<file path="config.mk">
export PLATFORM = sky130hd
export DESIGN_NAME = button_click_hold_classifier_unit
export DESIGN_NICKNAME = d
export VERILOG_FILES = /design/src/sv/bchc_pkg.sv /design/src/sv/button_click_hold_classifier_unit.sv
export SDC_FILE = /design/constraint.sdc
export NUM_CORES = 2
export LEC_CHECK = 0
export ABC_AREA = 1
export BUFFER_PORTS_ARGS = -buffer_cell sky130_fd_sc_hd__buf_2
export CAP_MARGIN = 20
export CORE_ASPECT_RATIO = 0.8
export CORE_MARGIN = 8
export CORE_UTILIZATION = 45
export CTS_CLUSTER_SIZE = 28
export DETAILED_ROUTE_END_ITERATION = 10
export GPL_ROUTABILITY_DRIVEN = 0
export PLACE_DENSITY = 0.6
export SLEW_MARGIN = 40
export SYNTH_ARGS = -nofsm -noshare
export SYNTH_HDL_FRONTEND = slang
export SYNTH_SLANG_ARGS = --single-unit
</file>
<file path="constraint.sdc">
create_clock -name clk -period 16 [get_ports clk]
set_input_delay 0 -clock clk [delete_from_list [all_inputs] [get_ports clk]]
set_output_delay 0 -clock clk [all_outputs]
set_load 0.05 [all_outputs]
</file>
<file path="src/sv/bchc_pkg.sv">
// Shared types and constants for the button click/hold classifier.
package bchc_pkg;

  localparam int NUM_KEYS_DEF   = 16;
  localparam int TIMER_BITS_DEF = 24;

  // Countdown to the next repeat: loaded with a 16-bit delay, can dip one delta below zero
  localparam int REP_W  = 18;
  localparam int CFG_W  = 16;
  localparam int CIDX_W = 3;
  localparam int KEYO_W = 4;
  localparam int CNT_W  = 8;

  localparam logic [CFG_W-1:0] CLICK_THR_RST    = 16'd50;
  localparam logic [CFG_W-1:0] HOLD_THR_RST     = 16'd500;
  localparam logic [CFG_W-1:0] FIRST_DELAY_RST  = 16'd500;
  localparam logic [CFG_W-1:0] REPEAT_PER_RST   = 16'd100;
  localparam logic [CFG_W-1:0] INTERVAL_THR_RST = 16'd250;

  localparam logic [CIDX_W-1:0] CFG_CLICK_THR    = 3'd0;
  localparam logic [CIDX_W-1:0] CFG_HOLD_THR     = 3'd1;
  localparam logic [CIDX_W-1:0] CFG_FIRST_DELAY  = 3'd2;
  localparam logic [CIDX_W-1:0] CFG_REPEAT_PER   = 3'd3;
  localparam logic [CIDX_W-1:0] CFG_INTERVAL_THR = 3'd4;

  typedef enum logic [1:0] {
    EV_CLICK      = 2'd0,
    EV_MULTI      = 2'd1,
    EV_HOLD_START = 2'd2,
    EV_REPEAT     = 2'd3
  } ev_kind_t;

  typedef enum logic [2:0] {
    PH_RELEASED = 3'd0,
    PH_PREPRESS = 3'd1,
    PH_PRELONG  = 3'd2,
    PH_LONGHOLD = 3'd3,
    PH_MULTI    = 3'd4
  } phase_t;

  typedef struct packed {
    logic [KEYO_W-1:0] key;
    ev_kind_t          kind;
    logic [CNT_W-1:0]  cnt;
  } ev_t;

endpackage

</file>
<file path="src/sv/button_click_hold_classifier_unit.sv">
// Scan: an accepted tick walks the keys one per cycle unless a stalled output holds a key, then flushes.
// Events leave in key order; each appears once the next event (or the end of the scan) is known.
// Ticks: a new tick is taken only after the scan and flush (in_stall is high until then); the single
// shared key unit and the one-deep pending event slot set this, and a stalled output pauses the scan.
// Reset (synchronous, rst_n low): every key released with cleared timers and count,
// registers back to their defaults, no event pending.
module button_click_hold_classifier_unit #(
  parameter int NUM_KEYS   = bchc_pkg::NUM_KEYS_DEF,
  parameter int TIMER_BITS = bchc_pkg::TIMER_BITS_DEF
) (
  input  logic                            clk,
  input  logic                            rst_n,
  input  logic                            cfg_we,
  input  logic [bchc_pkg::CIDX_W-1:0]     cfg_index,
  input  logic [bchc_pkg::CFG_W-1:0]      cfg_data,
  input  logic                            in_valid,
  output logic                            in_stall,
  input  logic [15:0]                     in_delta_ms,
  input  logic [15:0]                     in_key_levels,
  output logic                            out_valid,
  input  logic                            out_stall,
  output logic [bchc_pkg::KEYO_W-1:0]     out_key_index,
  output logic [1:0]                      out_event_kind,
  output logic [bchc_pkg::CNT_W-1:0]      out_click_count,
  output logic                            out_last_event
);
  import bchc_pkg::*;

  localparam int KW = (NUM_KEYS > 1) ? $clog2(NUM_KEYS) : 1;
  localparam logic [KW-1:0] LAST_KEY = KW'(NUM_KEYS - 1);
  localparam logic [TIMER_BITS-1:0] TIMER_MAX = '1;

  typedef enum logic [1:0] {
    ST_IDLE,
    ST_SCAN,
    ST_FLUSH
  } seq_t;

  seq_t seq_r;

  logic [CFG_W-1:0] click_thr_r, hold_thr_r, first_delay_r, repeat_per_r, interval_thr_r;
  logic [15:0]      delta_r, levels_r;
  logic [KW-1:0]    key_cnt_r;

  phase_t                   ph_r    [NUM_KEYS];
  logic [TIMER_BITS-1:0]    press_r [NUM_KEYS];
  logic [TIMER_BITS-1:0]    gap_r   [NUM_KEYS];
  logic signed [REP_W-1:0]  rep_r   [NUM_KEYS];
  logic [CNT_W-1:0]         cc_r    [NUM_KEYS];

  logic pend_v_r;
  ev_t  pend_r;
  logic out_valid_r;
  ev_t  out_r;
  logic out_last_r;

  // Shared key unit
  phase_t                  ph_cur, ph_nxt;
  logic [TIMER_BITS-1:0]   press_nxt, gap_nxt;
  logic signed [REP_W-1:0] rep_cur, rep_nxt;
  logic [CNT_W-1:0]        cc_cur, cc_nxt;
  logic [6:0]              key_ext;
  logic                    pressed;
  logic [TIMER_BITS:0]     press_sum, gap_sum;
  logic                    ev_hit;
  ev_t                     ev_new;
  logic                    out_free, step_ok, out_load;

  always_comb begin
    ph_cur    = ph_r[key_cnt_r];
    rep_cur   = rep_r[key_cnt_r];
    cc_cur    = cc_r[key_cnt_r];
    key_ext   = 7'(key_cnt_r);
    pressed   = (key_ext < 7'd16) && levels_r[key_ext[3:0]];
    press_sum = {1'b0, press_r[key_cnt_r]} + (TIMER_BITS+1)'(delta_r);
    gap_sum   = {1'b0, gap_r[key_cnt_r]} + (TIMER_BITS+1)'(delta_r);
    press_nxt = !pressed ? '0 :
                (press_sum[TIMER_BITS] ? TIMER_MAX : press_sum[TIMER_BITS-1:0]);
    gap_nxt   = (ph_cur != PH_MULTI) ? '0 :
                (gap_sum[TIMER_BITS] ? TIMER_MAX : gap_sum[TIMER_BITS-1:0]);

    ph_nxt      = ph_cur;
    rep_nxt     = rep_cur;
    cc_nxt      = cc_cur;
    ev_hit      = 1'b0;
    ev_new.key  = KEYO_W'(key_cnt_r);
    ev_new.kind = EV_CLICK;
    ev_new.cnt  = '0;

    unique case (ph_cur)
      PH_PREPRESS: begin
        if (!pressed) begin
          ph_nxt = PH_RELEASED;
        end else if (press_nxt >= TIMER_BITS'(click_thr_r)) begin
          ph_nxt = PH_PRELONG;
        end
      end
      PH_PRELONG: begin
        if (!pressed) begin
          ph_nxt = PH_MULTI;
          if (cc_cur != '1) begin
            cc_nxt = cc_cur + CNT_W'(1);
          end
        end else if (press_nxt >= TIMER_BITS'(hold_thr_r)) begin
          ph_nxt      = PH_LONGHOLD;
          rep_nxt     = $signed(REP_W'(first_delay_r));
          ev_hit      = 1'b1;
          ev_new.kind = EV_HOLD_START;
        end
      end
      PH_LONGHOLD: begin
        if (!rep_cur[REP_W-1] && (rep_cur != '0)) begin
          rep_nxt = rep_cur - $signed(REP_W'(delta_r));
        end else begin
          rep_nxt     = $signed(REP_W'(repeat_per_r));
          ev_hit      = 1'b1;
          ev_new.kind = EV_REPEAT;
        end
        if (!pressed) begin
          ph_nxt = PH_RELEASED;
        end
      end
      PH_MULTI: begin
        if (gap_nxt >= TIMER_BITS'(interval_thr_r)) begin
          if (cc_cur > CNT_W'(1)) begin
            ev_hit      = 1'b1;
            ev_new.kind = EV_MULTI;
            ev_new.cnt  = cc_cur;
          end else if (cc_cur == CNT_W'(1)) begin
            ev_hit      = 1'b1;
            ev_new.kind = EV_CLICK;
            ev_new.cnt  = cc_cur;
          end
          ph_nxt = PH_RELEASED;
        end else if (press_nxt >= TIMER_BITS'(click_thr_r)) begin
          ph_nxt = PH_PRELONG;
        end
      end
      default: begin
        cc_nxt = '0;
        ph_nxt = pressed ? PH_PREPRESS : PH_RELEASED;
      end
    endcase

    out_free = !out_valid_r || !out_stall;
    // Hold the key when a second event needs the output slot and it is still full
    step_ok  = !(ev_hit && pend_v_r && !out_free);
    out_load = ((seq_r == ST_SCAN) && step_ok && ev_hit && pend_v_r) ||
               ((seq_r == ST_FLUSH) && pend_v_r && out_free);
  end

  always_ff @(posedge clk) begin
    if (!rst_n) begin
      seq_r          <= ST_IDLE;
      key_cnt_r      <= '0;
      pend_v_r       <= 1'b0;
      out_valid_r    <= 1'b0;
      click_thr_r    <= CLICK_THR_RST;
      hold_thr_r     <= HOLD_THR_RST;
      first_delay_r  <= FIRST_DELAY_RST;
      repeat_per_r   <= REPEAT_PER_RST;
      interval_thr_r <= INTERVAL_THR_RST;
      for (int i = 0; i < NUM_KEYS; i++) begin
        ph_r[i]    <= PH_RELEASED;
        press_r[i] <= '0;
        gap_r[i]   <= '0;
        rep_r[i]   <= '0;
        cc_r[i]    <= '0;
      end
    end else begin
      if (cfg_we) begin
        unique case (cfg_index)
          CFG_CLICK_THR:    click_thr_r    <= cfg_data;
          CFG_HOLD_THR:     hold_thr_r     <= cfg_data;
          CFG_FIRST_DELAY:  first_delay_r  <= cfg_data;
          CFG_REPEAT_PER:   repeat_per_r   <= cfg_data;
          CFG_INTERVAL_THR: interval_thr_r <= cfg_data;
          default: ;
        endcase
      end

      if (out_load) begin
        out_valid_r <= 1'b1;
      end else if (!out_stall) begin
        out_valid_r <= 1'b0;
      end

      unique case (seq_r)
        ST_IDLE: begin
          if (in_valid) begin
            delta_r   <= in_delta_ms;
            levels_r  <= in_key_levels;
            key_cnt_r <= '0;
            seq_r     <= ST_SCAN;
          end
        end
        ST_SCAN: begin
          if (step_ok) begin
            ph_r[key_cnt_r]    <= ph_nxt;
            press_r[key_cnt_r] <= press_nxt;
            gap_r[key_cnt_r]   <= gap_nxt;
            rep_r[key_cnt_r]   <= rep_nxt;
            cc_r[key_cnt_r]    <= cc_nxt;
            if (ev_hit) begin
              // Advance the pending event to the output; it is not the last beat
              if (pend_v_r) begin
                out_r      <= pend_r;
                out_last_r <= 1'b0;
              end
              pend_v_r <= 1'b1;
              pend_r   <= ev_new;
            end
            if (key_cnt_r == LAST_KEY) begin
              seq_r <= ST_FLUSH;
            end else begin
              key_cnt_r <= key_cnt_r + KW'(1);
            end
          end
        end
        ST_FLUSH: begin
          if (!pend_v_r) begin
            seq_r <= ST_IDLE;
          end else if (out_free) begin
            out_r      <= pend_r;
            out_last_r <= 1'b1;
            pend_v_r   <= 1'b0;
            seq_r      <= ST_IDLE;
          end
        end
        default: seq_r <= ST_IDLE;
      endcase
    end
  end

  assign in_stall        = (seq_r != ST_IDLE);
  assign out_valid       = out_valid_r;
  assign out_key_index   = out_r.key;
  assign out_event_kind  = out_r.kind;
  assign out_click_count = out_r.cnt;
  assign out_last_event  = out_last_r;

endmodule

</file>
; Yosys cells after proc, flatten, opt, wreduce, memory -nomap -nowiden
; Memory sizes are Yosys's and may differ from the RTL's. A register that Yosys moved wholly into a read port is not among the register bits.
; Index checks and enable logic that the tools add are counted.
[classes]
addsub = 5
multipliers = 0
n_div = 0
order_cmp = 5
eq_ne = 24
n_shift = 0
muxes = 94
n_bitwise = 1
n_reduce_logical = 39
[ops]
columns = op, n
row1 = $mux 24, 6
row2 = $ge 24x16->1, 3
row3 = $mux 18, 4
row4 = $mux 4, 18
row5 = $mux 14, 5
row6 = $add 24x16->25, 2
row7 = $reduce_or 24->1, 2
row8 = $pmux 18 s2, 1
row9 = $mux 8, 4
row10 = $mux 1, 29
row11 = $pmux 14 s2, 1
row12 = $mux 3, 7
row13 = $mux 9, 2
row14 = $reduce_bool 18->1, 1
row15 = $reduce_or 18->1, 1
row16 = $sub 18x17->18, 1
row17 = $mux 2, 8
row18 = $pmux 8 s2, 1
row19 = $ne 2x2->1 const B, 7
row20 = $eq 3x2->1 const B, 4
row21 = $pmux 2 s3, 2
row22 = $pmux 3 s4, 1
row23 = $reduce_and 2->1, 6
row24 = $reduce_and 4->1, 3
row25 = other kinds (28), 49
[word_totals]
reg_bits = 149
latchBits = 0
mem_bits_rw = 1232
mem_bits_ro = 0
out_inout_bits = 17
memories = 5
[mem_list]
columns = name, words, width, read_ports, rd_ports_with_merged_regs, wr, line_no
row1 = gap_r, 16, 24, 1, 1, 16, button_click_hold_classifier_unit.sv:47  ; logic [TIMER_BITS-1:0] gap_r [NUM_KEYS];
row2 = press_r, 16, 24, 1, 1, 16, button_click_hold_classifier_unit.sv:46  ; logic [TIMER_BITS-1:0] press_r [NUM_KEYS];
row3 = rep_r, 16, 18, 1, 1, 16, button_click_hold_classifier_unit.sv:48  ; logic signed [REP_W-1:0] rep_r [NUM_KEYS];
row4 = cc_r, 16, 8, 1, 1, 16, button_click_hold_classifier_unit.sv:49  ; logic [CNT_W-1:0] cc_r [NUM_KEYS];
row5 = ph_r, 16, 3, 1, 1, 16, button_click_hold_classifier_unit.sv:45  ; phase_t ph_r [NUM_KEYS];

; Longest topological paths before layout
[depth]
depth_word = 15
ltp_mapped = 52
depth_no_buf = 40

; Worst setup path after synthesis
; OpenSTA, ideal clock, no wires.
[synth_path]
path_kind = flip-flop to flip-flop
startpoint = reg with a tool-made name
endpoint = mem cc_r[13][0] (enable)
setup_ns = 0.437
t_arrival_ns = 9.017
setup_slack_ns = 6.546
stages_incl_launch_ff = 50
n_path_buf = 16
synth_period_minus_slack_ns = 9.454
cell_sequence = dfxtp_1 buf_2 buf_4 buf_6 buf_6 buf_6 buf_4 buf_2 clkbuf_1 clkbuf_1 clkbuf_1 clkbuf_1 nor2_1 o221ai_1 nand3_1 nand2_1 ha_1 a21oi_1 (+14 left out) o21ai_0 nand4_1 o2111ai_1 a31oi_1 nand3_1 nor2_1 nand2_1 nand3_1 nand2_1 inv_1 nand2_1 nand2_2 nand3_4 nor2_8 nand2_4 buf_6 buf_2 nand2_1
[synth_rtl]
columns = item, line_no
row1 = "end, declared", button_click_hold_classifier_unit.sv:49

==> results_dict.tcl <==
set metrics [dict create \
    hold_viol_final 0 \
    num_antenna_cells 0 \
    worst_ep_required_time_ns 16.39 \
    setup_viol 0 \
    whs_path_depth 3 \
    critical_path.max_stage_delay_ns 0.79 \
    yosys_warnings 0 \
    yosysUniqueCellTypes 56 \
    cp_max_fo 124 \
    die_h_um 355 \
    fp.dieArea_mm2 0.156 \
    synth_edf_count 1293 \
    timing.rr.end "gap_r[11][20]" \
    io_pins 73 \
    layout-drive-gt1-share_pct 7.76 \
    clock_tree.buffer_depth 3 \
    tns_ns 0 \
    place_inst 7933 \
    report.final.slew_viol_count 0 \
    max-cap-violations 0 \
    finalCritPeriodShare_pct 71.3 \
    via_per_inst 5.98 \
    portBuffers 72 \
    power_mw 9.24 \
    async_reset_ff_share_pct 0 \
    hp-class "in -> reg" \
    crit_type "reg -> reg" \
    path_common_cell "nand2_1" \
    instances_no_fill 8285 \
    synth.avg_cell_area_um2 10.2 \
    clock_sinks 1385 \
    end_kind "register" \
    rows 124 \
    pwr-share-comb_pct 18.9 \
    num_vias 49600 \
    r2r_cells 41 \
    drt_pass1_iterations 7 \
    syn_nets 6517 \
    htreeDepth 4 \
    fmax_mhz 87.7 \
    cts_root_buf "clkbuf_16" \
    coreArea_mm2 0.143 \
    drc_errors 0 \
    hp-start "cfg_we" \
    ys_ff_latch 1385 \
    tightest_slew_ns 0.946 \
    min_period_ns 11.40 \
    status "finished clean" \
    syn2layout_area_growth_pct 11.2 \
    dp_hpwl_um 123000 \
    track_usage_pct 26.6 \
    p_leak_nw 26.3 \
    rsz0062_at_grt "no" \
    initial_core_util_pct 45.3 \
    cts_tree "done" \
    p_int_mw 6.43 \
    p_sw_mw 2.81 \
    layout.nets 6445 \
    synth_ff_type "edfxtp_1" \
    cts_setup_buffers 0 \
    power_frac_seq_pct 44.7 \
    routed_wl_um 215000 \
    start_kind "register" \
    antenna_found_initial 3 \
    p_per_area_mw_per_mm2 129 \
    numCtsBuffers 142 \
    drtIter0Drc 7256 \
    insertion_delay_ns 0.79 \
    syn_inst 6355 \
    synth_top_area_cell "edfxtp_1" \
    crit_arrival_ns 11.79 \
    critPathTopFamily "buffers and inverters" \
    synth_common_cells "1929 x nor2_1, 1293 x edfxtp_1, 600 x o21ai_0" \
    grt_pass1_vias 46400 \
    switching_share_pct 30.4 \
    r2r_slack_ns 4.60 \
    wl_per_cell_um 25.9 \
    holdPathEnd "interval_thr_r[14]" \
    grt-ovfl-total 0 \
    synth.most_common_cell "nor2_1" \
    post_cts_resized 0 \
    crit_slowest_cell "buf_4" \
    clk_pin_slew_worst_paths_ns 0.07 \
    crit_buf_inv 13 \
    fp.dieW_um 440 \
    post-route-util_pct 50.3 \
    clkPwrFrac_pct 36.3 \
    n_fill_cell 12700 \
    relSlewSlack_pct 36.9 \
    synth_area_mm2 0.0646 \
    grt_start_max_net_pins 196 \
    synth_area_leaders "edfxtp_1 60%, nor2_1 11%, o21ai_0 4.6%, nand2_1 3.0%, dfxtp_1 2.9%" \
    grt_pass1_wl_um 314000 \
    postRouteAntennaNets 0 \
    clock_skew_ns 0.0360 \
    seq_area_frac_synth_pct 63.0 \
    ir_drop_uv 94.0 \
    synth_top_area_share_pct 60.1 \
]
metrics by stage:
step	area (µm²)	worst slack, ns	hold WS [ns]
floorplan	64600	6.55	0.0989
global placement	65900	4.25	0.176
detailed placement	66100	4.84	0.179
CTS	71600	4.81	0.00278
global route	71800	4.04	0.0874
finish	71800	4.60	0.0390
cells by family after synthesis:
family                     Yosys count  synth area share, %
DFF                               1385                 63.0
AOI/OAI and AO/OA                 1241                 11.6
xor gates and xnor gates            42                0.569
buffers and inverters              821                 5.86
adders and majority gates          106                 2.09
and+or+nand+nor                   2760                 16.9
layer usage:
metal	share of wire [%]	vias to the layer above	track usage, %
met4	2.9	0	8.02
li1	-	21900	-
met5	0	-	0
met1	41	24300	38.6
met2	44	3018	39.5
met3	12	385	6.83
cells in the final DEF (no fill, tap or decap), types with 32 or more instances in the layout:
cell type	instances
edfxtp_1	1293
ha_1	103
dfxtp_1	88
o211ai_1	123
buf_4	89
o22ai_1	86
o221ai_1	173
o21ai_1	40
o21ai_0	600
nand2_1	502
clkbuf_1	32
dlygate4sd3_1	91
a21oi_1	153
clkbuf_16	151
buf_2	71
nand3_1	238
inv_1	312
nor2_1	1925
layout make-up:
type	instances	area (µm²)	area share, %
clock buffers	186	3940	5.49
clock inverters	70	641	0.892
inverters	322	1230	1.71
multi-input cells	4149	20600	28.6
flip-flops and latches	1385	40700	56.6
well taps	1890	2360	3.29
repair buffers	283	2410	3.35
how the worst max path moves through the flow:
stage              from         endpoint  slack, ns  cells after the start
2_1_floorplan  register      cc_r[13][0]       6.55                     49
3_3_place_gp   register       ph_r[9][2]       4.25                     42
3_5_place_dp   register    gap_r[11][17]       4.84                     42
4_1_cts        register    rep_r[11][12]       4.81                     42
5_1_grt        register  press_r[11][16]       4.04                     41
6_report       register    gap_r[11][20]       4.60                     41
what timing repair did:
action | in CTS | in global routing
endpoints found under the setup margin | 0 | 0
hold buffers | 91 | 0
hold endpoints to repair | 176 | 0
flip-flops by register name, summed over array words and instances (netlist names), 14 cells and up, named ones only:
signal	count
cc_r	128
click_thr_r	16
delta_r	16
first_delay_r	16
gap_r	384
hold_thr_r	16
interval_thr_r	16
levels_r	16
pend_r	14
ph_r	48
press_r	384
rep_r	288
repeat_per_r	16
power by group through the flow:
stage          Sequential [mW]  Combinational [mW]  Clock (mW)
3_3_place_gp              4.21                1.63           0
6_report                  4.13                1.75        3.36
5_1_grt                   4.14                1.87        3.50
4_1_cts                   4.13                1.69        3.37
2_1_floorplan             4.20                1.05           0
3_5_place_dp              4.21                1.66           0
worst reg2reg max path: cells and delay by family (launching register included):
kind / cells / cell delay, ns
AOI/OAI and AO/OA: 8 / 2.28
DFF: 1 / 0.35
and+or+nand+nor: 18 / 3.12
adders and majority gates: 2 / 0.72
buffers and inverters: 13 / 4.50
(Power assumes the default switching activity.)
